==> src/swsax_pkg.sv <==
`timescale 1ns / 1ps
`default_nettype none
// ---------------------------------------------------------------------------
// swsax_pkg
// Shared constants, widths and transfer types of the sliding-window SAX
// encoder.
// ---------------------------------------------------------------------------
package swsax_pkg;

  localparam int MAX_WINDOW   = 256;
  localparam int MAX_SEGMENTS = 15;
  localparam int SAMPLE_BITS  = 16;

  localparam int ID_W      = 16;
  localparam int POS_W     = 16;
  localparam int WORD_W    = 2 * MAX_SEGMENTS;
  localparam int CFG_W     = 9;
  localparam int CFG_IDX_W = 2;
  localparam int SEGS_W    = 4;

  localparam int N_W     = $clog2(MAX_WINDOW + 1);
  localparam int RING_AW = $clog2(MAX_WINDOW);
  localparam int SEG_W   = $clog2(MAX_SEGMENTS + 1);
  localparam int SEG_IW  = $clog2(MAX_SEGMENTS);
  localparam int SUM_W   = SAMPLE_BITS + RING_AW;
  localparam int SQ_W    = 2 * SAMPLE_BITS + RING_AW;
  localparam int NQ_W    = SQ_W + N_W;
  localparam int V_W     = 2 * SUM_W;
  localparam int D_W     = SUM_W + N_W + 1;
  localparam int START_W = $clog2(MAX_SEGMENTS * (2 ** CFG_W));
  localparam int C2_W    = 2 * N_W;

  localparam int MUL_W     = 48;
  localparam int CHUNK_W   = 16;
  localparam int MUL_STEPS = MUL_W / CHUNK_W;
  localparam int STEP_W    = $clog2(MUL_STEPS);
  localparam int PROD_W    = 2 * MUL_W;
  localparam int CMP_W     = PROD_W + 32;

  localparam int FIFO_DEPTH = 2;

  // 0.67 in Q16 is 43909; its square in Q32
  localparam int THR_W = 31;
  localparam logic [THR_W-1:0] THR_SQ = 31'd1928000281;

  localparam logic [POS_W-1:0] MAX_POS = {POS_W{1'b1}};

  localparam logic [CFG_IDX_W-1:0] REG_WINDOW_LEN    = 2'd0;
  localparam logic [CFG_IDX_W-1:0] REG_SEGMENT_WIDTH = 2'd1;
  localparam logic [CFG_IDX_W-1:0] REG_NUM_SEGMENTS  = 2'd2;

  localparam logic [CFG_W-1:0]  RST_WINDOW_LEN    = 9'd60;
  localparam logic [CFG_W-1:0]  RST_SEGMENT_WIDTH = 9'd4;
  localparam logic [SEGS_W-1:0] RST_NUM_SEGMENTS  = 4'd15;

  typedef logic [1:0] sym_t;

  // symbol codes, lowest band to highest
  localparam sym_t SYM_BELOW = 2'd0;
  localparam sym_t SYM_NEG   = 2'd1;
  localparam sym_t SYM_POS   = 2'd2;
  localparam sym_t SYM_ABOVE = 2'd3;

  typedef struct packed {
    logic signed [SAMPLE_BITS-1:0] sample;
    logic                          emit;
    logic [ID_W-1:0]               series;
    logic [POS_W-1:0]              wstart;
    logic [N_W-1:0]                n;
    logic [CFG_W-1:0]              w;
    logic [SEG_W-1:0]              segs;
  } job_t;

  typedef struct packed {
    logic empty;
    logic full;
  } fifo_stat_t;

  typedef struct packed {
    logic             start;
    logic [MUL_W-1:0] a;
    logic [MUL_W-1:0] b;
  } mul_req_t;

  typedef struct packed {
    logic              done;
    logic [PROD_W-1:0] prod;
  } mul_rsp_t;

endpackage
`default_nettype wire

==> src/swsax_mult.sv <==
`timescale 1ns / 1ps
`default_nettype none
// ---------------------------------------------------------------------------
// swsax_mult
// Wide unsigned multiplier, one 16-bit digit of b per cycle.
// ---------------------------------------------------------------------------
module swsax_mult (
  input  wire logic                clk,
  input  wire logic                rst,
  input  wire swsax_pkg::mul_req_t req,
  output swsax_pkg::mul_rsp_t      rsp
);

  logic [swsax_pkg::MUL_W-1:0]                     a_r, b_r;
  logic [swsax_pkg::PROD_W-1:0]                    acc;
  logic [swsax_pkg::STEP_W-1:0]                    step;
  logic                                            busy, done;
  logic [swsax_pkg::CHUNK_W-1:0]                   chunk;
  logic [swsax_pkg::MUL_W+swsax_pkg::CHUNK_W-1:0]  pp;
  logic [swsax_pkg::PROD_W-1:0]                    addend;

  always_comb begin
    chunk  = b_r[step*swsax_pkg::CHUNK_W +: swsax_pkg::CHUNK_W];
    pp     = a_r * chunk;
    addend = swsax_pkg::PROD_W'(pp) << (step * swsax_pkg::CHUNK_W);
  end

  assign rsp.done = done;
  assign rsp.prod = acc;

  always_ff @(posedge clk) begin
    if (rst) begin
      busy <= 1'b0;
      done <= 1'b0;
      step <= '0;
    end else begin
      done <= 1'b0;
      if (req.start) begin
        busy <= 1'b1;
        step <= '0;
      end else if (busy) begin
        step <= step + 1'b1;
        if (step == swsax_pkg::STEP_W'(swsax_pkg::MUL_STEPS - 1)) begin
          busy <= 1'b0;
          done <= 1'b1;
          step <= '0;
        end
      end
    end
  end

  always_ff @(posedge clk) begin
    if (req.start) begin
      a_r <= req.a;
      b_r <= req.b;
      acc <= '0;
    end else if (busy) begin
      acc <= acc + addend;
    end
  end

endmodule
`default_nettype wire

==> config.mk <==
export PLATFORM = sky130hd
export DESIGN_NAME = swsax_mult
export DESIGN_NICKNAME = d
export VERILOG_FILES = /design/src/swsax_pkg.sv /design/src/swsax_mult.sv
export SDC_FILE = /design/constraint.sdc
export NUM_CORES = 2
export LEC_CHECK = 0
export BUFFER_PORTS_ARGS = -buffer_cell sky130_fd_sc_hd__buf_2
export CAP_MARGIN = 20
export CORE_MARGIN = 2
export CORE_UTILIZATION = 70
export CTS_CLUSTER_DIAMETER = 40
export DETAILED_ROUTE_END_ITERATION = 16
export GPL_ROUTABILITY_DRIVEN = 0
export PLACE_DENSITY = 0.95
export SYNTH_ARGS = -nofsm -noshare
export SYNTH_HDL_FRONTEND = slang
export SYNTH_SLANG_ARGS = --single-unit
==> constraint.sdc <==
create_clock -name clk -period 26.8 [get_ports clk]
set_input_delay 2.68 -clock clk [delete_from_list [all_inputs] [get_ports clk]]
set_output_delay 2.68 -clock clk [all_outputs]
set_load 0.03 [all_outputs]
Yosys cells after proc, flatten, opt, wreduce, memory -nomap -nowiden --
Cells that the tools add are included.
Storage, ports and cells: flip-flop bits (word level) 196, latch bits 0, memory bits (writable) 0, memory bits (read-only) 0, input port bits 99, memories 0
Operators by class: add/subtract/negate cells 2, multipliers 1, divide/modulo/power cells 0, order comparisons 0, equality and inequality tests 1, shift operators 2, multiplexer cells 5, bitwise operators 1, reduce and logical (&&, ||, !) cells 2
Operators with widths (number):
- adder 96 bit | 1
- << shifter 64 x 6 -> 96 bit | 1
- multiplier 48 x 16 -> 64 bit | 1
- indexed part select 48 x 7 -> 16 bit | 1
- two-way mux 1 bit | 4
- OR reduction 3 bit | 1
- adder 2 x 1 -> 2 bit (second input constant) | 1
- equality test 2 bit (second input constant) | 1
- two-way mux 2 bit | 1
- OR reduction 2 bit | 1
- NOT 1 bit | 1

Logic depth before layout (Yosys ltp) --
depth in word-level cells 4, depth in mapped cells 47, mapped depth without buffers 41

Worst setup path after synthesis --
OpenSTA, ideal clock, no wires.
path kind register to register, start point reg step[1] (netlist bit), end point reg acc[89] (netlist bit), arrival 10428 ps, data required time 26668 ps, slack 16240 ps, cell stages (with the launch flop) 46, clock period less this slack 10560 ps, cells stage by stage dfxtp_1 > clkbuf_1 > clkinv_1 > nor2_1 > clkbuf_1 > buf_1 > nand2_1 > o21ai_0 > clkbuf_1 > clkbuf_1 > nand2_1 > fa_1 > inv_1 > fa_1 > inv_1 > fa_1 > inv_1 > fa_1 > [10 not listed] > a21o_1 > and3_1 > a22oi_2 > a21boi_1 > xnor2_1 > a2111oi_0 > mux2i_1 > ha_1 > a21oi_1 > o21ai_0 > a221oi_1 > a21boi_0 > o221ai_1 > or2_1 > a31o_2 > a31oi_1 > mux2i_1 > o21ai_0
Between the ends: word-level cells in the longest chain between the ends 4
Ends and longest elaborated chain:
- start, declared | RTL line swsax_mult.sv:16 | logic [swsax_pkg::STEP_W-1:0] step;
- start signal, assigned | RTL line swsax_mult.sv:42 | step <= step + 1'b1;
- indexed part select 48 x 7 -> 16 bit | RTL line swsax_mult.sv:23 | chunk = b_r[step*swsax_pkg::CHUNK_W +: swsax_pkg::CHUNK_W];
- multiplier 48 x 16 -> 64 bit | RTL line swsax_mult.sv:24 | pp = a_r * chunk;
- << shifter 64 x 6 -> 96 bit (*) | RTL line swsax_mult.sv:25 | addend = swsax_pkg::PROD_W'(pp) << (step * swsax_pkg::CHUNK_W);
- adder 96 bit (*) | RTL line swsax_mult.sv:58 | acc <= acc + addend;
- end signal, assigned | RTL line swsax_mult.sv:58
- end, declared | RTL line swsax_mult.sv:15 | logic [swsax_pkg::PROD_W-1:0] acc;
Mark *: on every way between the ends. The rest lies on a longest branch, timed or not. A chain may end at the register's enable or synchronous reset.

Worst setup path after layout --
Ends and elaborated chain as after synthesis.

==> results.md <==
- Post-Synth XOR/XNOR Area: 0.03431
- Post-DP Area: a little under 40000 sq um
- Area growth syn-to-layout: 4.869%
- Starting DRT DRC Count: 3968
- Actual slew at the worst max-slew pin: 1.120 ns
- Clock insertion delay at the later pin of the skew report: ~0.54 ns
- Final Cell Area: approximately 40000 sq um
- Post-DRT Antenna Nets: 0
- Mapped Nets: around 5.5k
- Synthesized flop and latch total: 196
- Synth warnings: 0
- TritonCTS clock tree: done
- EDFF count, synth: between 90 and 100
- Highest-delay cell along the critical path: dfxtp_4
- RSZ-0062 raised after global routing: no
- Worst r2r path cells: 40
- Fin Setup TNS: 0 ns
- CTS Buffer Depth: 2
- Layout cells sized above 1: 0.07130
- Initial core utilization: 0.7067
- Vias: about 34k
- Min Hold Slack: 0.4754 ns
- Sink Count: 196
- HPWL after DPL: 88.09 mm
- Cell Area, Synth: around 38000 sq um
- First-pass iteration count of the detailed router: 9
- Crit path time final: approximately 13 ns
- DRC viols: 0
- Die Span Y: approximately 240 microns
- Core Region: between 50000 and 60000 sq um
- Filler cell count in the final layout: 3475
- Synth async-reset ratio: 0
- Compound-gate portion of the synthesized area: 0.1218
- Root buf cell: clkbuf_16
- Peak Freq: 0.07988 GHz
- Largest net degree at the start of global routing: 85
- Crit path max fanout: 48
- Final period utilization: 0.4671
- Register area: between 4000 and 5000 sq um
- Synth top area share: 0.3385
- Hold_buf cts: 0
- Worst Path Required: 27.20 ns
- Adder-cell share of the synthesized area: 0.4145
- Ys flop type: dfxtp_1
- Max stage delay on crit path: around 0.65 ns
- Seq/Total Area, Yosys: 0.1284
- Max-slew headroom: 0.2524
- Simple-gate share of the synthesized area: 0.1728
- Layout Nets: approximately 5.4k
- Drt via density: between 6 and 7
- Main combinational cell family by area after synthesis: adder cells
- Die X: ~240 microns
- Initial antenna violation count: 1
- Finish-stage setup viols: 0
- Crit end category: flop
- Synthesized area per cell: roughly 8.5 sq um
- Synth cell types: approximately 90
- Status: finished, final reports clean
- Post-synthesis mux area share: 0.02717
- Total wire length: roughly 120 mm
- Number of global-route vias before repair: between 30k and 40k
- Crit path launch type: flop
- Post-detailed-route wirelength per cell: approximately 22 microns
- Total setup buffers inserted after CTS: 0
- Post-CTS sizing: 0
- Wire length of the first global-routing pass: around 190 mm
- Antenna cells: 0
- Worst hold path type: reg -> reg
- Grt total ovfl: 0
- # IOs: between 150 and 200
- Cells after Synth: 4489
- Setup Skew: approximately 0.024 ns
- Total of max-cap violations: 0
- Critical Path AT: roughly 13 ns
- Crit path kind: reg -> reg
- Max H-tree Level: 4
- Top cell by count, worst path: fa_1
- Worst hold path depth: 2
- Top cell type by total area after synthesis: fa_1
- Hold Fails Final Rpt: 0
- Tot GR Track Use: 0.4239
- Synth top area cells: fa_1 34%, ha_1 7.6%, edfxtp_1 7.6%, inv_1 7.5%, nand2_1 7.3%
- Cts bufs inserted: 17
- IO buf count: 195
- Clk pin slew, worst setup/hold paths: ~0.090 ns
- Multi-input logic area: 29470 sq um
- Max Slew Vio Count: 0
- Die Area: roughly 56000 sq um
- Num rows: 85
area by class of cell:
cell class / count / share of cell area
timing repair buffer: 222 / 0.02965
inverter: 766 / 0.07209
clock buffer: 17 / 0.01067
sequential: 196 / 0.1226
multi-input combinational: 3272 / 0.7388
clock inverter: 15 / 0.004298
tap: 696 / 0.02183
cell usage after synthesis (6+ instances only):
library cell,count
a211oi_1,14
a21boi_0,7
a21o_1,102
a21oi_1,220
a221o_1,6
a22o_1,12
a31oi_1,25
and2_1,260
and3_1,26
and4_1,6
buf_1,14
clkbuf_1,235
dfxtp_1,100
edfxtp_1,96
fa_1,643
ha_1,231
inv_1,764
mux2_2,14
mux2i_1,83
nand2_1,744
nand2b_1,10
nand3_1,38
nand4_1,66
nor2_1,188
nor2b_1,18
nor3_1,26
nor4_1,7
o211ai_1,9
o21a_1,31
o21ai_0,147
o21ai_1,27
o21bai_1,40
o221ai_1,7
o22ai_1,9
o31ai_1,10
or3_1,9
xnor2_1,94
xor2_1,55
final timing paths:
path | end | slack (ns) | from
worst max-delay path | acc[89] | 14.28 | step[1]
worst min-delay path | acc[86] | 0.48 | acc[86]
worst max register to register | acc[89] | 14.28 | step[1]
worst min register to register | acc[86] | 0.48 | acc[86]
per-layer routing:
metal,global-route usage,routed length [microns],vias to the layer above
li1,-,-,14170
met1,0.4955,37860,16110
met2,0.6693,52370,2838
met3,0.1455,16530,905
met4,0.2750,9175,2
met5,0,9,-
registers in the layout (all words and copies together) (netlist names):
name	count
busy	1
step	2
b_r	48
acc	96
done	1
a_r	48
cell usage in the layout (no fill, tap or decap), types with 38 or more instances in the layout:
cell type	synthesis	routed
a21o_1	102	102
a21oi_1	220	220
and2_1	260	260
buf_2	5	195
dfxtp_1	100	97
edfxtp_1	96	96
fa_1	643	643
ha_1	231	231
inv_1	764	763
mux2i_1	83	83
nand2_1	744	744
nand3_1	38	38
nand4_1	66	66
nor2_1	188	186
o21ai_0	147	131
o21bai_1	40	40
xnor2_1	94	94
xor2_1	55	55
worst max-delay path, delay by kind of cell (launching register included):
family / cells / cell delay [ns]
adders and majority gates: 8 / 3.61
and+or+nand+nor: 7 / 1.40
DFF: 1 / 0.65
xor gates and xnor gates: 1 / 0.41
AOI/OAI and AO/OA: 15 / 4.17
muxes: 2 / 0.53
buffers and inverters: 7 / 1.54
logic make-up after synthesis:
| kind of cell | after synthesis |
|---|---|
| adder cells (fa/ha/maj) | 874 |
| AND/OR/NAND/NOR | 1427 |
| multiplexers | 99 |
| flip-flops | 196 |
| AO/OA/AOI/OAI | 723 |
| XOR/XNOR | 149 |
| buffers and inverters | 1021 |
stage by stage:
stage | instances | worst slack [ns] | utilization
6_report | 5184 | 14.28 | 0.7411
5_1_grt | 5184 | 13.95 | 0.7411
4_1_cts | 5183 | 14.46 | 0.7410
3_3_place_gp | 5151 | 15.00 | 0.7299
2_1_floorplan | 4489 | 16.24 | -
3_5_place_dp | 5151 | 14.53 | 0.7299
Power is not shown: default switching activity piles up to over one toggle a cycle in this logic, so the estimate is an artifact.
