## src/swsax_pkg.sv

```systemverilog
`timescale 1ns / 1ps
`default_nettype none
// ---------------------------------------------------------------------------
// swsax_pkg
// Shared constants, widths and transfer types of the sliding-window SAX
// encoder.
// ---------------------------------------------------------------------------
package swsax_pkg;

  localparam int MAX_WINDOW   = 256;
  localparam int MAX_SEGMENTS = 15;
  localparam int SAMPLE_BITS  = 16;

  localparam int ID_W      = 16;
  localparam int POS_W     = 16;
  localparam int WORD_W    = 2 * MAX_SEGMENTS;
  localparam int CFG_W     = 9;
  localparam int CFG_IDX_W = 2;
  localparam int SEGS_W    = 4;

  localparam int N_W     = $clog2(MAX_WINDOW + 1);
  localparam int RING_AW = $clog2(MAX_WINDOW);
  localparam int SEG_W   = $clog2(MAX_SEGMENTS + 1);
  localparam int SEG_IW  = $clog2(MAX_SEGMENTS);
  localparam int SUM_W   = SAMPLE_BITS + RING_AW;
  localparam int SQ_W    = 2 * SAMPLE_BITS + RING_AW;
  localparam int NQ_W    = SQ_W + N_W;
  localparam int V_W     = 2 * SUM_W;
  localparam int D_W     = SUM_W + N_W + 1;
  localparam int START_W = $clog2(MAX_SEGMENTS * (2 ** CFG_W));
  localparam int C2_W    = 2 * N_W;

  localparam int MUL_W     = 48;
  localparam int CHUNK_W   = 16;
  localparam int MUL_STEPS = MUL_W / CHUNK_W;
  localparam int STEP_W    = $clog2(MUL_STEPS);
  localparam int PROD_W    = 2 * MUL_W;
  localparam int CMP_W     = PROD_W + 32;

  localparam int FIFO_DEPTH = 2;

  // 0.67 in Q16 is 43909; its square in Q32
  localparam int THR_W = 31;
  localparam logic [THR_W-1:0] THR_SQ = 31'd1928000281;

  localparam logic [POS_W-1:0] MAX_POS = {POS_W{1'b1}};

  localparam logic [CFG_IDX_W-1:0] REG_WINDOW_LEN    = 2'd0;
  localparam logic [CFG_IDX_W-1:0] REG_SEGMENT_WIDTH = 2'd1;
  localparam logic [CFG_IDX_W-1:0] REG_NUM_SEGMENTS  = 2'd2;

  localparam logic [CFG_W-1:0]  RST_WINDOW_LEN    = 9'd60;
  localparam logic [CFG_W-1:0]  RST_SEGMENT_WIDTH = 9'd4;
  localparam logic [SEGS_W-1:0] RST_NUM_SEGMENTS  = 4'd15;

  typedef logic [1:0] sym_t;

  // symbol codes, lowest band to highest
  localparam sym_t SYM_BELOW = 2'd0;
  localparam sym_t SYM_NEG   = 2'd1;
  localparam sym_t SYM_POS   = 2'd2;
  localparam sym_t SYM_ABOVE = 2'd3;

  typedef struct packed {
    logic signed [SAMPLE_BITS-1:0] sample;
    logic                          emit;
    logic [ID_W-1:0]               series;
    logic [POS_W-1:0]              wstart;
    logic [N_W-1:0]                n;
    logic [CFG_W-1:0]              w;
    logic [SEG_W-1:0]              segs;
  } job_t;

  typedef struct packed {
    logic empty;
    logic full;
  } fifo_stat_t;

  typedef struct packed {
    logic             start;
    logic [MUL_W-1:0] a;
    logic [MUL_W-1:0] b;
  } mul_req_t;

  typedef struct packed {
    logic              done;
    logic [PROD_W-1:0] prod;
  } mul_rsp_t;

endpackage
`default_nettype wire

```

## src/swsax_if.sv

```systemverilog
`timescale 1ns / 1ps
`default_nettype none
// ---------------------------------------------------------------------------
// swsax_if
// Valid/ready channels for samples in and SAX words out.
// ---------------------------------------------------------------------------
interface swsax_in_if;
  logic                                    valid;
  logic                                    ready;
  logic signed [swsax_pkg::SAMPLE_BITS-1:0] sample;
  logic [swsax_pkg::ID_W-1:0]               series_id;
  logic                                    series_start;

  modport source (output valid, output sample, output series_id, output series_start,
                  input ready);
  modport sink (input valid, input sample, input series_id, input series_start,
                output ready);
endinterface

`default_nettype wire

```

## src/swsax_front.sv

```systemverilog
`timescale 1ns / 1ps
`default_nettype none
// ---------------------------------------------------------------------------
// swsax_front
// Accepts samples, tracks series position and fill, holds the configuration
// and decides whether a sample completes a window.
// ---------------------------------------------------------------------------
module swsax_front (
  input  wire logic                            clk,
  input  wire logic                            rst,
  swsax_in_if.sink                             samples,
  input  wire logic                            cfg_we,
  input  wire logic [swsax_pkg::CFG_IDX_W-1:0] cfg_index,
  input  wire logic [swsax_pkg::CFG_W-1:0]     cfg_data,
  input  wire swsax_pkg::fifo_stat_t           stat,
  output logic                                 push,
  output swsax_pkg::job_t                      job
);

  logic [swsax_pkg::CFG_W-1:0]  window_len;
  logic [swsax_pkg::CFG_W-1:0]  segment_width;
  logic [swsax_pkg::SEGS_W-1:0] num_segments;
  logic [swsax_pkg::N_W-1:0]    fill_count;
  logic [swsax_pkg::POS_W-1:0]  position;
  logic [swsax_pkg::ID_W-1:0]   current_series;

  logic [swsax_pkg::N_W-1:0]    fill_base, fill_count_next;
  logic [swsax_pkg::POS_W-1:0]  idx, position_next;
  logic [swsax_pkg::ID_W-1:0]   current_series_next;
  logic [swsax_pkg::N_W-1:0]    n;
  logic [swsax_pkg::CFG_W-1:0]  w;
  logic [swsax_pkg::SEG_W-1:0]  segs;

  assign samples.ready = !stat.full;
  assign push = samples.valid && samples.ready;

  always_comb begin
    idx = samples.series_start ? '0 : position;
    fill_base = samples.series_start ? '0 : fill_count;
    fill_count_next = (fill_base < swsax_pkg::N_W'(swsax_pkg::MAX_WINDOW)) ?
                      fill_base + 1'b1 : fill_base;
    position_next = (idx != swsax_pkg::MAX_POS) ? idx + 1'b1 : idx;
    current_series_next = samples.series_start ? samples.series_id : current_series;

    // clamp registers to the legal geometry
    if (window_len < swsax_pkg::CFG_W'(2)) begin
      n = swsax_pkg::N_W'(2);
    end else if (window_len > swsax_pkg::CFG_W'(swsax_pkg::MAX_WINDOW)) begin
      n = swsax_pkg::N_W'(swsax_pkg::MAX_WINDOW);
    end else begin
      n = swsax_pkg::N_W'(window_len);
    end
    w = (segment_width == '0) ? swsax_pkg::CFG_W'(1) : segment_width;
    if (num_segments == '0) begin
      segs = swsax_pkg::SEG_W'(1);
    end else if (num_segments > swsax_pkg::SEGS_W'(swsax_pkg::MAX_SEGMENTS)) begin
      segs = swsax_pkg::SEG_W'(swsax_pkg::MAX_SEGMENTS);
    end else begin
      segs = swsax_pkg::SEG_W'(num_segments);
    end

    job.sample = samples.sample;
    job.emit   = (fill_count_next >= n);
    job.series = current_series_next;
    job.wstart = (idx == swsax_pkg::MAX_POS) ? swsax_pkg::MAX_POS :
                 swsax_pkg::POS_W'(idx + 1'b1 - swsax_pkg::POS_W'(n));
    job.n      = n;
    job.w      = w;
    job.segs   = segs;
  end

  always_ff @(posedge clk) begin
    if (rst) begin
      window_len     <= swsax_pkg::RST_WINDOW_LEN;
      segment_width  <= swsax_pkg::RST_SEGMENT_WIDTH;
      num_segments   <= swsax_pkg::RST_NUM_SEGMENTS;
      fill_count     <= '0;
      position       <= '0;
      current_series <= '0;
    end else begin
      if (cfg_we) begin
        case (cfg_index)
          swsax_pkg::REG_WINDOW_LEN:    window_len <= cfg_data;
          swsax_pkg::REG_SEGMENT_WIDTH: segment_width <= cfg_data;
          swsax_pkg::REG_NUM_SEGMENTS:  num_segments <= cfg_data[swsax_pkg::SEGS_W-1:0];
          default: ;
        endcase
      end
      if (push) begin
        fill_count     <= fill_count_next;
        position       <= position_next;
        current_series <= current_series_next;
      end
    end
  end

endmodule
`default_nettype wire

```

## src/flat_wrapper.sv

```systemverilog
// flat-port wrapper written by rule: the top's interface ports become plain ports
module swsax_front_flat 
  (clk, rst, cfg_we, cfg_index, cfg_data, stat, push, job, samples_valid, samples_sample, samples_series_id, samples_series_start, samples_ready);
  swsax_in_if samples_i ();
  input  wire logic clk;
  input  wire logic rst;
  input  wire logic cfg_we;
  input  wire logic [swsax_pkg::CFG_IDX_W-1:0] cfg_index;
  input  wire logic [swsax_pkg::CFG_W-1:0] cfg_data;
  input  wire swsax_pkg::fifo_stat_t stat;
  output logic push;
  output swsax_pkg::job_t job;
  input wire logic [$bits(samples_i.valid)-1:0] samples_valid;
  input wire logic [$bits(samples_i.sample)-1:0] samples_sample;
  input wire logic [$bits(samples_i.series_id)-1:0] samples_series_id;
  input wire logic [$bits(samples_i.series_start)-1:0] samples_series_start;
  output wire logic [$bits(samples_i.ready)-1:0] samples_ready;
  assign samples_i.valid = samples_valid;
  assign samples_i.sample = samples_sample;
  assign samples_i.series_id = samples_series_id;
  assign samples_i.series_start = samples_series_start;
  assign samples_ready = samples_i.ready;
  swsax_front u_core (.clk(clk), .rst(rst), .samples(samples_i), .cfg_we(cfg_we), .cfg_index(cfg_index), .cfg_data(cfg_data), .stat(stat), .push(push), .job(job));
endmodule
```

## config.mk

```make
export PLATFORM = sky130hd
export DESIGN_NAME = swsax_front_flat
export DESIGN_NICKNAME = d
export VERILOG_FILES = /design/src/swsax_pkg.sv /design/src/swsax_if.sv /design/src/swsax_front.sv /design/src/flat_wrapper.sv
export SDC_FILE = /design/constraint.sdc
export NUM_CORES = 1
export LEC_CHECK = 0
export BUFFER_PORTS_ARGS = -buffer_cell sky130_fd_sc_hd__buf_4
export CORE_MARGIN = 2
export CORE_UTILIZATION = 28
export CTS_CLUSTER_SIZE = 12
export DETAILED_ROUTE_END_ITERATION = 10
export PLACE_DENSITY = 0.5
export SLEW_MARGIN = 20
export SYNTH_ARGS = -nofsm -noshare
export SYNTH_HDL_FRONTEND = slang
export SYNTH_SLANG_ARGS = --single-unit
```

## constraint.sdc

```tcl
create_clock -name clk -period 8.4 [get_ports clk]
set_input_delay 0.84 -clock clk [delete_from_list [all_inputs] [get_ports clk]]
set_output_delay 0.84 -clock clk [all_outputs]
set_load 0.01 [all_outputs]
```

* After elaboration in Yosys (flattened, before gate mapping)
Cells that the tools add are included.
** Operators by class
- Add/subtract/negate cells :: 3
- Order comparisons :: 5
- Equality and inequality tests :: 4
- Mux-type cells :: 11
- Reductions and logical operators :: 8
** Operator list (count)
- 2-to-1 mux 16 bit :: 4
- 2-to-1 mux 9 bit :: 5
- adder 16 x 1 -> 16 bit, second input constant :: 1
- == test 16 bit, second input constant :: 1
- inequality test 16 bit, second input constant :: 1
- subtractor 16 x 9 -> 16 bit :: 1
- adder 9 x 1 -> 9 bit, second input constant :: 1
- greater-or-equal comparator 9 bit :: 1
- > comparator 9 bit, second input constant :: 1
- logical NOT 9 bit :: 1
- < comparator 9 x 2 -> 1 bit, second input constant :: 1
- < comparator 9 bit, second input constant :: 1
- 2-to-1 mux 4 bit :: 2
- AND reduction 2 bit :: 3
- > comparator 4 bit, second input constant :: 1
- logical NOT 4 bit :: 1
- == test 2 x 1 -> 1 bit, second input constant :: 1
- == test 2 bit, second input constant :: 1
- logical NOT 2 bit :: 1
- logical AND 1 bit :: 1
- logical NOT 1 bit :: 1
** Storage, ports and cells
- Flip-flop bits (word level) :: 63
- Logic and storage cells :: 37

* Longest topological paths before layout
- Word-level depth :: 5
- Gate-level depth with buffers :: 13

* Worst setup path after synthesis
No wires, ideal clock.
- Kind :: input to output
- Start :: input samples_series_start
- End :: output job[33] (netlist name)
- Arrival :: 3.531 ns
- Path slack :: 4.029 ns
- Stages on the path :: 12
- Path buffers :: 4
- Path through :: clkbuf_1 -> clkbuf_1 -> buf_1 -> nor2_1 -> ha_1 -> o21a_1 -> o21ai_1 -> o21ai_0 -> or2_1 -> buf_2 -> a21oi_1 -> mux2_2
** RTL lines
- start: declaration :: line flat_wrapper.sv:16 : input wire logic [$bits(samples_i.series_start)-1:0] samples_series_start;
- end: declaration :: line flat_wrapper.sv:12 : output swsax_pkg::job_t job;

==> results.json <==
{
  "grtUsageMet1_pct": 19.09,
  "fp.dieH_microns": 127.0,
  "cts_tree": "yes",
  "timing.fmax_mhz": 215.0,
  "syn_nets": 628,
  "critPathMostFrequentCell": "buf_4",
  "grt_use_met2_pct": 22.87,
  "cp_slowest_stage_delay_ps": 640,
  "drcViolationCount": 0,
  "p_leak_uw": 0.002173,
  "status": "completed",
  "min_period_ps": 4651,
  "synth_top_cell_area_share_pct": 29.79,
  "first_iter_violations": 256,
  "synthFlopType": "dfxtp_1",
  "clkTransAtPathRegs_ps": 50,
  "slew_headroom_pct": 31.85,
  "grt_pass1_wl_microns": 19240,
  "grt_start_max_net_pins": 64,
  "drv_cap": 0,
  "final_min_period_over_clock_period_pct": 55.36,
  "synthTopCellsByCount": "nand2_1, dfxtp_1, nor2_1",
  "cp_num_buf_inv": 2,
  "grt_remaining_overflow": 0,
  "hold_ws_ps": 452.5,
  "place_area_sq_um": 4871,
  "dr.pass1.iters": 5,
  "synthDistinctLibCells": 66,
  "die_x_microns": 127.0,
  "synth_largest_area_cell": "dfxtp_1",
  "p_per_area_nw_per_um2": 160.8,
  "setup_viol": 0,
  "setup_tns_ps": 0,
  "async_flop_share_pct": 0,
  "start_util_pct": 28.91,
  "worstPathCellList": "buf_4, nor2_1, ha_1, nor2b_1, o2111ai_1, a211oi_1, or2_1, nand4_1, a221oi_1, buf_4",
  "wl_per_cell_microns": 14.79,
  "ys_seq_elements": 63,
  "crit_arrival_ps": 3810,
  "crit_path_start": "samples_series_start",
  "slew_violations": 0,
  "hold_start": "u_core.current_series[9]",
  "grt_util_met3_pct": 4.439,
  "grt_pass1_vias": 3849,
  "synth_top_cells_by_area": "dfxtp_1, nand2_1, ha_1",
  "hold_viol_final": 0,
  "syn_area_sq_um": 4234,
  "synth_edf_count": 0,
  "syn_inst": 558,
  "cp-start-kind": "input pin",
  "top_usage_layer": "met2",
  "cts_resized": 0,
  "die-area_sq_um": 16120,
  "io_pins": 123,
  "clockBufferDepth": 2,
  "synth_seq_area_share_pct": 29.79,
  "cts_buffers": 9,
  "final_nets": 673,
  "synth.most_common_cell": "nand2_1",
  "rsz0062_at_grt": "false",
  "postCtsHoldBufs": 0,
  "clkLatencyLatePin_ps": 330,
  "fin_util_pct": 35.25,
  "routed_wl_microns": 11710,
  "synthToLayoutAreaGrowth_pct": 21.93,
  "cts.sinks": 63,
  "gp_congestion": 0.8226,
  "ys_warn_count": 0,
  "worstSetupPathType": "in2out",
  "avgViaCountPerCell": 5.006,
  "post-dp-hpwl_microns": 8382,
  "ir_worst_vdd_v": 0.00009219,
  "rows": 44,
  "n_antenna_cell": 0,
  "vias": 3965,
  "fin_skew_ps": 5.056,
  "crit_slowest_cell": "a211oi_1",
  "core_sq_um": 14640,
  "final_cell_area_sq_um": 5162,
  "drive_above_1_share_pct": 22.86,
  "io_buffers": 89,
  "hold_path_class": "reg2reg",
  "crit_family": "compound AO/OA/AOI/OAI gates",
  "gr-usage-all-layers_pct": 14.68,
  "cp_data_required_time_ps": 7560,
  "cp_max_fo": 53,
  "clockRootBuffer": "clkbuf_16",
  "tightest_slew_ps": 1018,
  "endpoint_kind": "output pin",
  "ant_nets": 0,
  "avgSynthCellArea_sq_um": 7.588,
  "grt_antenna_before_repair": 0,
  "cts_setup_buffers": 0,
  "reg2reg_from": "u_core.position[9]",
  "htreeDepth": 3
}
cell usage in the layout, fill, tap and decap left out, drive strengths merged, types with 4 or more instances in the layout:
cell / count
ha: 19
a21oi: 43
nor3: 24
xor2: 11
a21o: 5
a211o: 9
dfxtp: 63
inv: 22
xnor2: 10
or2: 4
and3: 4
nand2: 80
clkinv: 4
buf: 91
nor2: 64
o21ai: 20
clkbuf: 12
nand3: 11
nor4: 6
mux2: 19
nor2b: 12
a211oi: 5
nand4: 5
mux2i: 15
area by class of cell:
| type | instances | area [sq um] |
|---|---|---|
| inverter | 23 | 86.33 |
| multi-input combinational | 415 | 2610 |
| sequential | 63 | 1261 |
| timing repair buffer | 91 | 683.2 |
| tap | 184 | 230.2 |
| fill | 1537 | 9482 |
| clock inverter | 4 | 45.04 |
| clock buffer | 12 | 246.5 |
final timing paths:
check,endpoint,slack [ps],depth (start not counted)
min reg2reg,u_core.current_series[9],450,2
max,job[37],3750,10
min,u_core.current_series[9],450,2
max reg2reg,u_core.position[11],5940,6
logic make-up (layout without fill, tap and decap cells):
family / after synthesis / count (layout) / share of synthesized area [%]
simple gates: 230 / 230 / 26.00
compound gates: 110 / 110 / 16.49
buf+inv: 80 / 130 / 8.688
flops: 63 / 63 / 29.79
mux: 34 / 34 / 8.599
xor+xnor: 21 / 21 / 4.344
fa+ha+maj: 20 / 20 / 6.088
registers in the layout (all words and copies together) (netlist names):
name	count
u_core.fill_count	9
u_core.current_series	16
u_core.window_len	9
u_core.num_segments	4
u_core.position	16
u_core.segment_width	9
through the flow:
step	std cells	setup WS [ps]	total power (uW)
2_1_floorplan	558	4029	413.2
3_3_place_gp	776	3763	465.2
3_5_place_dp	776	3768	467.1
4_1_cts	792	3780	839.0
5_1_grt	792	3493	864.6
6_report	792	3749	830.2
metal layers:
layer | routed length (microns) | vias to the layer above
met3 | 893 | 15
li1 | - | 1993
met5 | 0 | -
met1 | 5549 | 1837
met2 | 5075 | 120
met4 | 191 | 0
power breakdown:
part | internal (uW) | leakage (uW) | switching [uW]
logic | 67.3 | 0.00151 | 75.6
clock network | 236 | 0.000146 | 134
registers | 309 | 0.000513 | 8.15
tightest hold or removal path, cell delays in order, from the launching register on:
cell	delay (ps)
dfxtp_1	300
nand2_1	50
a21oi_1	50
Power figures use the tool's default switching activity.
