`config.mk`:
```
export PLATFORM = sky130hd
export DESIGN_NAME = swsax_fifo
export DESIGN_NICKNAME = d
export VERILOG_FILES = /design/src/swsax_pkg.sv /design/src/swsax_fifo.sv
export SDC_FILE = /design/constraint.sdc
export NUM_CORES = 1
export LEC_CHECK = 0
export BUFFER_PORTS_ARGS = -buffer_cell sky130_fd_sc_hd__buf_2
export CAP_MARGIN = 30
export CORE_ASPECT_RATIO = 1.25
export CORE_UTILIZATION = 28
export DETAILED_ROUTE_END_ITERATION = 6
export PLACE_DENSITY_LB_ADDON = 0.08
export SLEW_MARGIN = 5
export SYNTH_ARGS = -nofsm -noshare
export SYNTH_HDL_FRONTEND = slang
export SYNTH_SLANG_ARGS = --single-unit
```
`constraint.sdc`:
```
create_clock -name clk -period 7.8 [get_ports clk]
set_clock_uncertainty 0.1 [all_clocks]
set_input_delay 1.17 -clock clk [delete_from_list [all_inputs] [get_ports clk]]
set_output_delay 1.17 -clock clk [all_outputs]
set_load 0.02 [all_outputs]
```
`src/swsax_pkg.sv`:
```
`timescale 1ns / 1ps
`default_nettype none
// ---------------------------------------------------------------------------
// swsax_pkg
// Shared constants, widths and transfer types of the sliding-window SAX
// encoder.
// ---------------------------------------------------------------------------
package swsax_pkg;

  localparam int MAX_WINDOW   = 256;
  localparam int MAX_SEGMENTS = 15;
  localparam int SAMPLE_BITS  = 16;

  localparam int ID_W      = 16;
  localparam int POS_W     = 16;
  localparam int WORD_W    = 2 * MAX_SEGMENTS;
  localparam int CFG_W     = 9;
  localparam int CFG_IDX_W = 2;
  localparam int SEGS_W    = 4;

  localparam int N_W     = $clog2(MAX_WINDOW + 1);
  localparam int RING_AW = $clog2(MAX_WINDOW);
  localparam int SEG_W   = $clog2(MAX_SEGMENTS + 1);
  localparam int SEG_IW  = $clog2(MAX_SEGMENTS);
  localparam int SUM_W   = SAMPLE_BITS + RING_AW;
  localparam int SQ_W    = 2 * SAMPLE_BITS + RING_AW;
  localparam int NQ_W    = SQ_W + N_W;
  localparam int V_W     = 2 * SUM_W;
  localparam int D_W     = SUM_W + N_W + 1;
  localparam int START_W = $clog2(MAX_SEGMENTS * (2 ** CFG_W));
  localparam int C2_W    = 2 * N_W;

  localparam int MUL_W     = 48;
  localparam int CHUNK_W   = 16;
  localparam int MUL_STEPS = MUL_W / CHUNK_W;
  localparam int STEP_W    = $clog2(MUL_STEPS);
  localparam int PROD_W    = 2 * MUL_W;
  localparam int CMP_W     = PROD_W + 32;

  localparam int FIFO_DEPTH = 2;

  // 0.67 in Q16 is 43909; its square in Q32
  localparam int THR_W = 31;
  localparam logic [THR_W-1:0] THR_SQ = 31'd1928000281;

  localparam logic [POS_W-1:0] MAX_POS = {POS_W{1'b1}};

  localparam logic [CFG_IDX_W-1:0] REG_WINDOW_LEN    = 2'd0;
  localparam logic [CFG_IDX_W-1:0] REG_SEGMENT_WIDTH = 2'd1;
  localparam logic [CFG_IDX_W-1:0] REG_NUM_SEGMENTS  = 2'd2;

  localparam logic [CFG_W-1:0]  RST_WINDOW_LEN    = 9'd60;
  localparam logic [CFG_W-1:0]  RST_SEGMENT_WIDTH = 9'd4;
  localparam logic [SEGS_W-1:0] RST_NUM_SEGMENTS  = 4'd15;

  typedef logic [1:0] sym_t;

  // symbol codes, lowest band to highest
  localparam sym_t SYM_BELOW = 2'd0;
  localparam sym_t SYM_NEG   = 2'd1;
  localparam sym_t SYM_POS   = 2'd2;
  localparam sym_t SYM_ABOVE = 2'd3;

  typedef struct packed {
    logic signed [SAMPLE_BITS-1:0] sample;
    logic                          emit;
    logic [ID_W-1:0]               series;
    logic [POS_W-1:0]              wstart;
    logic [N_W-1:0]                n;
    logic [CFG_W-1:0]              w;
    logic [SEG_W-1:0]              segs;
  } job_t;

  typedef struct packed {
    logic empty;
    logic full;
  } fifo_stat_t;

  typedef struct packed {
    logic             start;
    logic [MUL_W-1:0] a;
    logic [MUL_W-1:0] b;
  } mul_req_t;

  typedef struct packed {
    logic              done;
    logic [PROD_W-1:0] prod;
  } mul_rsp_t;

endpackage
`default_nettype wire

```
`src/swsax_fifo.sv`:
```
`timescale 1ns / 1ps
`default_nettype none
// ---------------------------------------------------------------------------
// swsax_fifo
// Short job queue between the front and the back.
// ---------------------------------------------------------------------------
module swsax_fifo (
  input  wire logic             clk,
  input  wire logic             rst,
  input  wire logic             push,
  input  wire swsax_pkg::job_t  wdata,
  input  wire logic             pop,
  output swsax_pkg::job_t       rdata,
  output swsax_pkg::fifo_stat_t stat
);

  localparam int PTR_W = (swsax_pkg::FIFO_DEPTH > 1) ? $clog2(swsax_pkg::FIFO_DEPTH) : 1;
  localparam int CNT_W = $clog2(swsax_pkg::FIFO_DEPTH + 1);

  swsax_pkg::job_t    mem [swsax_pkg::FIFO_DEPTH];
  logic [PTR_W-1:0]   wptr, rptr;
  logic [CNT_W-1:0]   count;

  assign rdata = mem[rptr];
  assign stat.empty = (count == '0);
  assign stat.full  = (count == CNT_W'(swsax_pkg::FIFO_DEPTH));

  always_ff @(posedge clk) begin
    if (push) begin
      mem[wptr] <= wdata;
    end
  end

  always_ff @(posedge clk) begin
    if (rst) begin
      wptr  <= '0;
      rptr  <= '0;
      count <= '0;
    end else begin
      if (push) begin
        wptr <= (wptr == PTR_W'(swsax_pkg::FIFO_DEPTH - 1)) ? '0 : wptr + 1'b1;
      end
      if (pop) begin
        rptr <= (rptr == PTR_W'(swsax_pkg::FIFO_DEPTH - 1)) ? '0 : rptr + 1'b1;
      end
      if (push && !pop) begin
        count <= count + 1'b1;
      end else if (pop && !push) begin
        count <= count - 1'b1;
      end
    end
  end

endmodule
`default_nettype wire

```
After elaboration in Yosys (flattened, before gate mapping)
Memories as Yosys holds them, arrays and structs flattened. A register that Yosys moved wholly into a read port is not among the register bits.
Index checks and enable logic that the tools add are counted.
{"block": "totals", "mem_bits_rw": 142, "reg_bits": 4, "n_memories": 1, "inputBits": 75}
{"name": "mem", "depth": 2, "word_bits": 71, "read_ports": 1, "rd_ports_with_merged_regs": 1, "wr": 1, "line": "swsax_fifo.sv:20", "text": "swsax_pkg::job_t mem [swsax_pkg::FIFO_DEPTH];"}
{"block": "op_classes", "n_addsub": 4, "reduce_logical": 6, "eq_ne": 1, "mux": 8}
{"operator": "two-way mux 1 bit", "n": 6}
{"operator": "two-way mux 2 bit", "n": 2}
{"operator": "adder 1 bit (second input constant)", "n": 2}
{"operator": "adder 2 x 1 -> 2 bit (second input constant)", "n": 1}
{"operator": "equality test 2 bit (second input constant)", "n": 1}
{"operator": "logical AND 1 bit", "n": 2}
{"operator": "logical NOT 1 bit", "n": 2}
{"operator": "logical NOT 2 bit", "n": 1}
{"operator": "nonzero test 2 bit", "n": 1}
{"operator": "subtractor 2 x 1 -> 2 bit (second input constant)", "n": 1}

Longest topological paths before layout
Gate-level depths: netlist of run 1.
{"block": "depth", "word_depth": 4, "mapped_depth": 5, "depth_no_buf": 5}

Worst setup path before layout of run 1
Ideal clock, no wire load.
{"block": "synth_timing", "path_type": "input to register", "start": "input port push", "end": "memory mem[0][0] (netlist bit), enable pin", "cell_stages": 1, "t_required_ns": 7.191, "setup_ns": 0.509, "t_arrival_ns": 4.283, "slack_ns": 2.907, "cell_sequence": "nor2b_1"}
{"block": "synth_between", "elab_chain_len": 2}
{"item": "start, declared", "line": "swsax_fifo.sv:10", "text": "input wire logic push,"}
{"item": "two-way mux 1 bit", "line": "swsax_fifo.sv:29", "text": "if (push) begin"}
{"item": "two-way mux 1 bit (implied by the code)", "line": "swsax_fifo.sv:30", "text": "mem[wptr] <= wdata;"}
{"item": "end, declared", "line": "swsax_fifo.sv:20"}
Every way passes these cells.

==> reports/qor.yml, run 1 <==
utilization_pct: 36.7
crit_fanout: 41
antenna_found_initial: 0
root_buffer: "clkbuf_16"
ys_ff_latch: 147
cts.clk_slew.worst_paths_ns: 0.06
critPathLaunchType: "register"
synth_top_area_share_pct: 79.6
tightest_slew_ns: 0.786
end_kind: "output port"
yosys_warnings: 0
area_delta_synth_final_pct: 28.8
cts.repair.resized: 0
min_period_over_period_pct: 41.1
seq_area_frac_synth_pct: 81.5
synth.avg_cell_area_um2: 22.0
io_buffers: 147
wl_mm: 10.4
wl_per_cell_um: 16.1
rr_startpoint: "wptr$_SDFFE_PP0P_"
reg2reg_depth: 2
core_area_um2: 18800
cts-buffers-inserted: 17
critPathTopFamily: "flip-flops"
cp.required_ns: 6.53
cts.path.max_buffers: 2
yosysMostFrequentCell: "edfxtp_1"
row_count: 56
cts_tree: "built"
p_leak_nw: 2.55
hold_violations: 0
synth.largest_area_cell: "edfxtp_1"
cp.depth: 3
place_congestion: 0.640
drc_errors: 0
status: "complete, no violations"
synth_edf_count: 142
vdd_drop_max_uv: 133
grt_overflow: 0
vias: 2739
max-cap-violations: 0
syn_nets: 319
dp_slack_ns: 4.58
worstPathArrival_ns: 1.93
netlist_instances: 243
grt_setup_unrepaired: "no"
synth_area_leaders: "edfxtp_1 (80%), mux2_2 (15%), dfxtp_1 (1.9%)"
power_density_nw_per_um2: 274
max_stage_delay_ns: 0.66
fillers: 1810
clock-sinks: 147
h-tree-depth: 4
synth_area_um2: 5360
grt_pass1_vias: 2988
hold_path_class: "register to register"
r2r_slack_ns: 5.67
critical_path_buf_inv_count: 2
critPathCapture: "rdata[41]"
cp_cell_sequence: "buf_16 > mux2_2 > buf_2"
grt_usage_pct: 11.1
async_reset_ff_share_pct: 0
grt_pass1_wl_mm: 15.8
slowest_stage: "dfxtp_4"
worst_slack_ns: 4.60
period_needed_ns: 3.20
hold_buffers: 0
num_io_pins: 148
final_nets: 480
dieWidth_um: 126
start_util_pct: 28.5
final-setup-viol-count: 0
maxSlewHeadroom_pct: 47.6
rr_endpoint: "mem[0][30]$_DFFE_PP_"
die_h_um: 157
grt_max_degree: 53
layout.cells.non_filler: 648
fin_setup_tns_ns: 0
dr.pass1.iters: 4
ys_types: 16
diodes: 0
fmax_ghz: 0.312
detail_route.iter0.violations: 92
drive_gt1_share_pct: 60.1
synthTopCellsByCount: "edfxtp_1 (142), mux2_2 (71), buf_6 (7), dfxtp_1 (5), nor2_1 (5)"
criticalPathCategory: "register to output port"
clkLatencyLatePin_ns: 0.40
detail-route-antenna-nets: 0
final_max_slew_viol_count: 0
dieArea_um2: 19700
post-dp-hpwl_mm: 6.47
dp_cells: 617
post_cts_buffers: 0
synth_ff_type: "edfxtp_1"
vias_per_cell: 4.23
==> tightest hold or removal path, cell delays in order, from the launching register on <==
cell     delay [ns]
dfxtp_1        0.33
o21ai_0        0.08
a21oi_1        0.06
==> metal layers <==
| layer | vias to the layer above | GRT usage, % | part of all wire (%) |
|---|---|---|---|
| met3 | 9 | 3.62 | 5.2 |
| met2 | 77 | 20.3 | 55 |
| met5 | - | 0 | 0 |
| li1 | 1282 | - | - |
| met1 | 1371 | 11.3 | 39 |
| met4 | 0 | 5.75 | 1.3 |
==> worst min-delay path by stage <==
stage,end,cells after the start,start,slack [ns]
after floorplan,count[1]$_SDFFE_PP0P_,2,count[1]$_SDFFE_PP0P_,0.36
after global placement,count[1]$_SDFFE_PP0P_,2,count[1]$_SDFFE_PP0P_,0.38
after detailed placement,register,2,rptr$_SDFFE_PP0P_,0.40
after CTS,register,2,rptr$_SDFFE_PP0P_,0.42
after global routing,count[1]$_SDFFE_PP0P_,2,count[1]$_SDFFE_PP0P_,0.44
final,count[1]$_SDFFE_PP0P_,2,count[1]$_SDFFE_PP0P_,0.42
==> cell type report <==
cell class	instances	area, µm²	area share (%)
Tap cell	232	290	4.21
Inverter	1	3.75	0.0544
Clock inverter	12	92.6	1.34
Sequential cell	147	4370	63.3
Clock buffer	19	433	6.27
Multi-Input combinational cell	87	913	13.2
Timing Repair Buffer	150	798	11.6
==> metrics by stage <==
step / instance area, µm² / hold WS, ns / power [mW]
3_3_place_gp: 6320 / 0.380 / 1.17
5_1_grt: 6900 / 0.441 / 1.97
2_1_floorplan: 5360 / 0.361 / 1.10
3_5_place_dp: 6370 / 0.398 / 1.18
6_report: 6900 / 0.415 / 1.89
4_1_cts: 6900 / 0.422 / 1.92
==> power breakdown <==
| group | total, mW | internal, mW | switching, mW |
|---|---|---|---|
| combinational | 0.219 | 0.0907 | 0.128 |
| sequential | 0.939 | 0.921 | 0.0177 |
| clock | 0.731 | 0.430 | 0.301 |
| total | 1.89 | 1.44 | 0.447 |
==> registers in the layout, summed over array words and instances (netlist names), named ones only <==
signal / cells
rptr: 1
mem: 142
count: 2
wptr: 1
==> cells in the final DEF (no fill, tap or decap), types with 4 or more instances in the layout <==
cell type	n
nor2_1	5
clkbuf_16	17
mux2_2	71
clkinv_1	4
buf_2	147
clkinvlp_4	5
dfxtp_1	4
edfxtp_1	142
==> cells by family (layout without fill, tap and decap cells) <==
| family | Yosys count | count (layout) | synth area share, % |
|---|---|---|---|
| DFF | 147 | 147 | 81.5 |
| muxes | 71 | 71 | 14.9 |
| and+or+nand+nor | 9 | 9 | 0.865 |
| buffers and inverters | 9 | 182 | 1.64 |
| xor gates and xnor gates | 4 | 4 | 0.654 |
| AOI/OAI and AO/OA | 2 | 2 | 0.187 |
| adders and majority gates | 1 | 1 | 0.234 |
(Power assumes the default switching activity.)
==> run 2: changes to the inputs <==
clock period = 3.3 ns   (was 7.8 ns; I/O delays follow)
==> run 2 against run 1 <==
Clock power rose to 2.7 times the previous value. Register-to-register slack got worse by 4.1 ns. Via count is essentially flat. Worst setup slack got worse by 3.8 ns. Design area increased by 1.2%. Largest power group unchanged.
==> reports/qor.yml, run 2 (synthesized netlist as in run 1, its figures left out) <==
crit_fanout: 36
period_needed_ns: 2.55
wl_mm: 10.3
detail_route.iter0.violations: 94
post-dp-hpwl_mm: 6.38
final-setup-viol-count: 0
hold_violations: 0
layout_commonest_cell: "buf_2"
dieWidth_um: 126
wl_per_cell_um: 15.8
hold_end: "mem[1][44]$_DFFE_PP_"
grt_setup_unrepaired: "no"
grt_overflow: 0
start_util_pct: 28.5
hp-start: "wdata[44]"
fin_setup_tns_ns: 0
final_area_um2: 6980
end_kind: "output port"
drc_errors: 0
hold_path_class: "input port to register"
fmax_ghz: 0.393
largest_reg_flops: 142
dp_slack_ns: 1.10
grt_usage_pct: 11.1
max_stage_delay_ns: 0.68
status: "complete, no violations"
diodes: 0
r2r_slack_ns: 1.62
cp_cell_sequence: "buf_12 > mux2_2 > buf_2"
clock-sinks: 147
num_io_pins: 148
criticalPathCategory: "register to output port"
vias_per_cell: 4.21
hold_buffers: 0
tightest_slew_ns: 0.549
post_cts_buffers: 0
top_regs: "mem (142), count (2)"
clkLatencyLatePin_ns: 0.41
row_count: 56
area_delta_synth_final_pct: 30.4
cts.clk_slew.worst_paths_ns: 0.06
h-tree-depth: 4
reg2reg_depth: 2
drive_gt1_share_pct: 61.2
grt_pass1_vias: 2836
cts_tree: "built"
cp.required_ns: 2.70
power_density_nw_per_um2: 676
place_area_um2: 6370
grt_pass1_wl_mm: 15.6
worst_slack_ns: 0.753
vdd_drop_max_uv: 294
final_cell_mix: "buf_2 (147), edfxtp_1 (142), mux2_2 (71)"
grt_max_degree: 37
final_nets: 481
detail-route-antenna-nets: 0
core_area_um2: 18800
io_buffers: 147
rr_endpoint: "mem[1][22]$_DFFE_PP_"
place_congestion: 0.652
cts.repair.resized: 0
maxSlewHeadroom_pct: 63.4
die_h_um: 157
vias: 2738
p_leak_nw: 2.61
min_period_over_period_pct: 77.2
cts-buffers-inserted: 17
rr_startpoint: "wptr$_SDFFE_PP0P_"
dr.pass1.iters: 4
dieArea_um2: 19700
critPathLaunchType: "register"
worstHoldPathCells: 1
cts.path.max_buffers: 2
top_register: "mem"
max-cap-violations: 0
root_buffer: "clkbuf_16"
worstPathArrival_ns: 1.95
slowest_stage: "dfxtp_4"
antenna_found_initial: 0
final_max_slew_viol_count: 0
==> run 2: through the flow <==
step                      cells  hold slack (ns)  total power [mW]  util [%]
after detailed placement    618            0.399              2.79      33.9
after floorplan             243            0.361              2.59         -
after global routing        650            0.134              4.92      37.2
final                       650            0.163              4.72      37.2
after CTS                   650            0.138              4.81      37.2
after global placement      618            0.385              2.78      33.9
==> run 2: final cells by class <==
class | count | area (µm²)
clock buffers | 18 | 429
well taps | 232 | 290
clock inverters | 14 | 186
inverters | 1 | 3.75
multi-input cells | 87 | 913
flip-flops and latches | 147 | 4370
repair buffers | 151 | 791
fillers | 1793 | 11800
==> run 2: power breakdown <==
part           switching [mW]  internal (mW)  leakage, nW
Sequential             0.0443           2.18         1.37
Combinational           0.297          0.213        0.931
Clock                   0.725           1.26        0.301
==> run 2: worst max-delay path: cells and delay by family (launching register included) <==
family,cells,cell delay (ns)
muxes,1,0.38
buffers and inverters,2,0.46
DFF,1,0.68
==> run 2: per-layer routing <==
| metal | routed length (µm) | vias up | GRT usage, % |
|---|---|---|---|
| met1 | 3950 | 1354 | 11.9 |
| met4 | 215 | 0 | 7.32 |
| met2 | 5490 | 82 | 18.5 |
| met5 | 0 | - | 0 |
| met3 | 632 | 13 | 3.90 |
| li1 | - | 1289 | - |
==> run 2: worst max path at each step <==
stage | startpoint | to | slack [ns]
floorplan | push | mem[0][0]$_DFFE_PP_ | 0.41
global route | register | rdata[9] | 0.59
finish | register | rdata[9] | 0.75
CTS | register | rdata[9] | 0.64
detailed placement | register | rdata[9] | 1.10
global placement | register | rdata[9] | 1.09
==> run 3: changes to the inputs <==
ABC_AREA = 1   (was not set)
clock period = 2.6 ns   (was 3.3 ns; I/O delays follow)
==> run 3 against run 2 <==
First-iteration DRC count grew 15%. Routed wire length increased by 6.2%. Die area up 6.4%. Clock power rose by 22%. Combinational power is 40% higher. Hold slack worse by 0.097 ns. Critical path depth did not move. Critical path type unchanged. Critical endpoint is now rdata[21].
==> reports/qor.yml, run 3 <==
dieArea_um2: 21000
grt_setup_unrepaired: "no"
grt_pass1_vias: 2873
grt_usage_pct: 10.6
top_regs: "mem (142), count (2)"
grt_max_degree: 42
worst_hold_slack_ns: 0.0660
die_h_um: 162
criticalPathCategory: "register to output port"
hold_buffers: 0
antenna_found_initial: 2
synth.avg_cell_area_um2: 22.5
fmax_ghz: 0.437
top_register: "mem"
num_io_pins: 148
grt_pass1_wl_mm: 15.6
post-dp-hpwl_mm: 7.06
hold_path_class: "input port to register"
vias: 2790
synth-xor-area-share_pct: 0.154
use_met3_pct: 4.41
final_max_slew_viol_count: 0
worstPathArrival_ns: 1.80
max_stage_delay_ns: 0.55
yosys_warnings: 0
synth_area_leaders: "edfxtp_1 (75%), mux2_4 (18%), buf_12 (2.5%)"
min_period_over_period_pct: 88.0
core_area_um2: 20000
synth.largest_area_cell: "edfxtp_1"
clock-sinks: 147
dr.pass1.iters: 4
area_delta_synth_final_pct: 28.4
dieWidth_um: 130
synth.area.mux_share_pct: 18.6
place_congestion: 0.638
wl_per_cell_um: 15.6
tightest_slew_ns: 0.609
critPathLaunchType: "register"
clkLatencyLatePin_ns: 0.41
crit_fanout: 34
root_buffer: "clkbuf_16"
cts-buffers-inserted: 17
cts.clk_slew.worst_paths_ns: 0.06
ys_ff_latch: 147
cts_tree: "built"
seq_area_frac_synth_pct: 76.5
drc_errors: 0
synth_ff_type: "edfxtp_1"
max-cap-violations: 0
row_count: 58
wl_mm: 10.9
synth-compound-area-share_pct: 0.175
grt_overflow: 0
post_cts_buffers: 0
p_leak_nw: 2.89
drive_gt1_share_pct: 59.4
start_util_pct: 28.5
critPathTopFamily: "flip-flops"
fin_setup_tns_ns: 0
final_cell_mix: "buf_2 (147), edfxtp_1 (142), mux2_4 (70)"
h-tree-depth: 4
synth_area_um2: 5700
synth_top_area_share_pct: 74.8
period_needed_ns: 2.29
syn_nets: 330
detail-route-antenna-nets: 0
status: "complete, no violations"
cts.path.max_buffers: 2
cp_cell_sequence: "buf_12 > mux2_4 > buf_2"
maxSlewHeadroom_pct: 59.4
utilization_pct: 36.6
synthTopCellsByCount: "edfxtp_1 (142), mux2_4 (70), inv_1 (9), buf_12 (7), nor2_1 (7)"
cp.required_ns: 2.11
final-setup-viol-count: 0
power_density_nw_per_um2: 810
fillers: 1947
end_kind: "output port"
async_reset_ff_share_pct: 0
largest_reg_flops: 142
netlist_instances: 254
critical_path_buf_inv_count: 2
cts.repair.resized: 0
io_buffers: 147
gr-usage-met2_pct: 17.6
synthAdderAreaFrac_pct: 0.219
slowest_stage: "dfxtp_4"
hold_violations: 0
vdd_drop_max_uv: 351
synth_edf_count: 142
final_nets: 494
grt.met1_usage_pct: 11.8
synth_top_family_by_area: "multiplexers"
layout_commonest_cell: "buf_2"
detail_route.iter0.violations: 108
vias_per_cell: 3.97
ys_types: 16
yosysMostFrequentCell: "edfxtp_1"
grt-busiest-layer: "met2"
synthSimpleGateAreaFrac_pct: 1.07
run 3: logic make-up after synthesis:
kind of cell / Yosys count
flops: 147
mux: 71
buf+inv: 17
simple gates: 15
compound gates: 2
xor+xnor: 1
fa+ha+maj: 1
run 3: per-stage QoR:
stage               power, mW  std cells  area, µm²  setup slack, ns
floorplan                3.35        254       5710            0.239
global placement         3.56        669       6730            0.705
detailed placement       3.57        669       6730            0.701
CTS                      6.05        701       7320            0.250
global route             6.17        702       7330            0.215
finish                   5.93        702       7330            0.311
run 3: layout make-up:
type | count | area [µm²] | area share (%)
flip-flops and latches | 147 | 4370 | 59.6
multi-input cells | 90 | 1160 | 15.9
repair buffers | 153 | 831 | 11.3
clock buffers | 19 | 433 | 5.91
well taps | 270 | 338 | 4.61
clock inverters | 13 | 158 | 2.15
inverters | 9 | 35.0 | 0.478
diodes | 1 | 2.50 | 0.0342
run 3: where the power goes:
| part | leakage [nW] | internal, mW | total, mW | switching, mW |
|---|---|---|---|---|
| sequential | 1.37 | 2.74 | 2.79 | 0.0468 |
| clock | 0.281 | 1.51 | 2.43 | 0.923 |
| combinational | 1.24 | 0.329 | 0.715 | 0.386 |
run 3: metal layers:
layer / wire length, µm / vias up
met5: 12 / -
met4: 108 / 2
met3: 665 / 7
met2: 5750 / 82
met1: 4390 / 1381
li1: - / 1318
run 3: final timing paths:
path                          endpoint  cells past startpoint  slack [ns]         startpoint
setup / recovery             rdata[21]                      3        0.31           register
setup reg to reg  mem[1][57]$_DFFE_PP_                      3        0.99  wptr$_SDFFE_PP0P_
hold / removal    mem[0][33]$_DFFE_PP_                      1        0.07          wdata[33]
hold reg to reg      rptr$_SDFFE_PP0P_                      2        0.42  rptr$_SDFFE_PP0P_
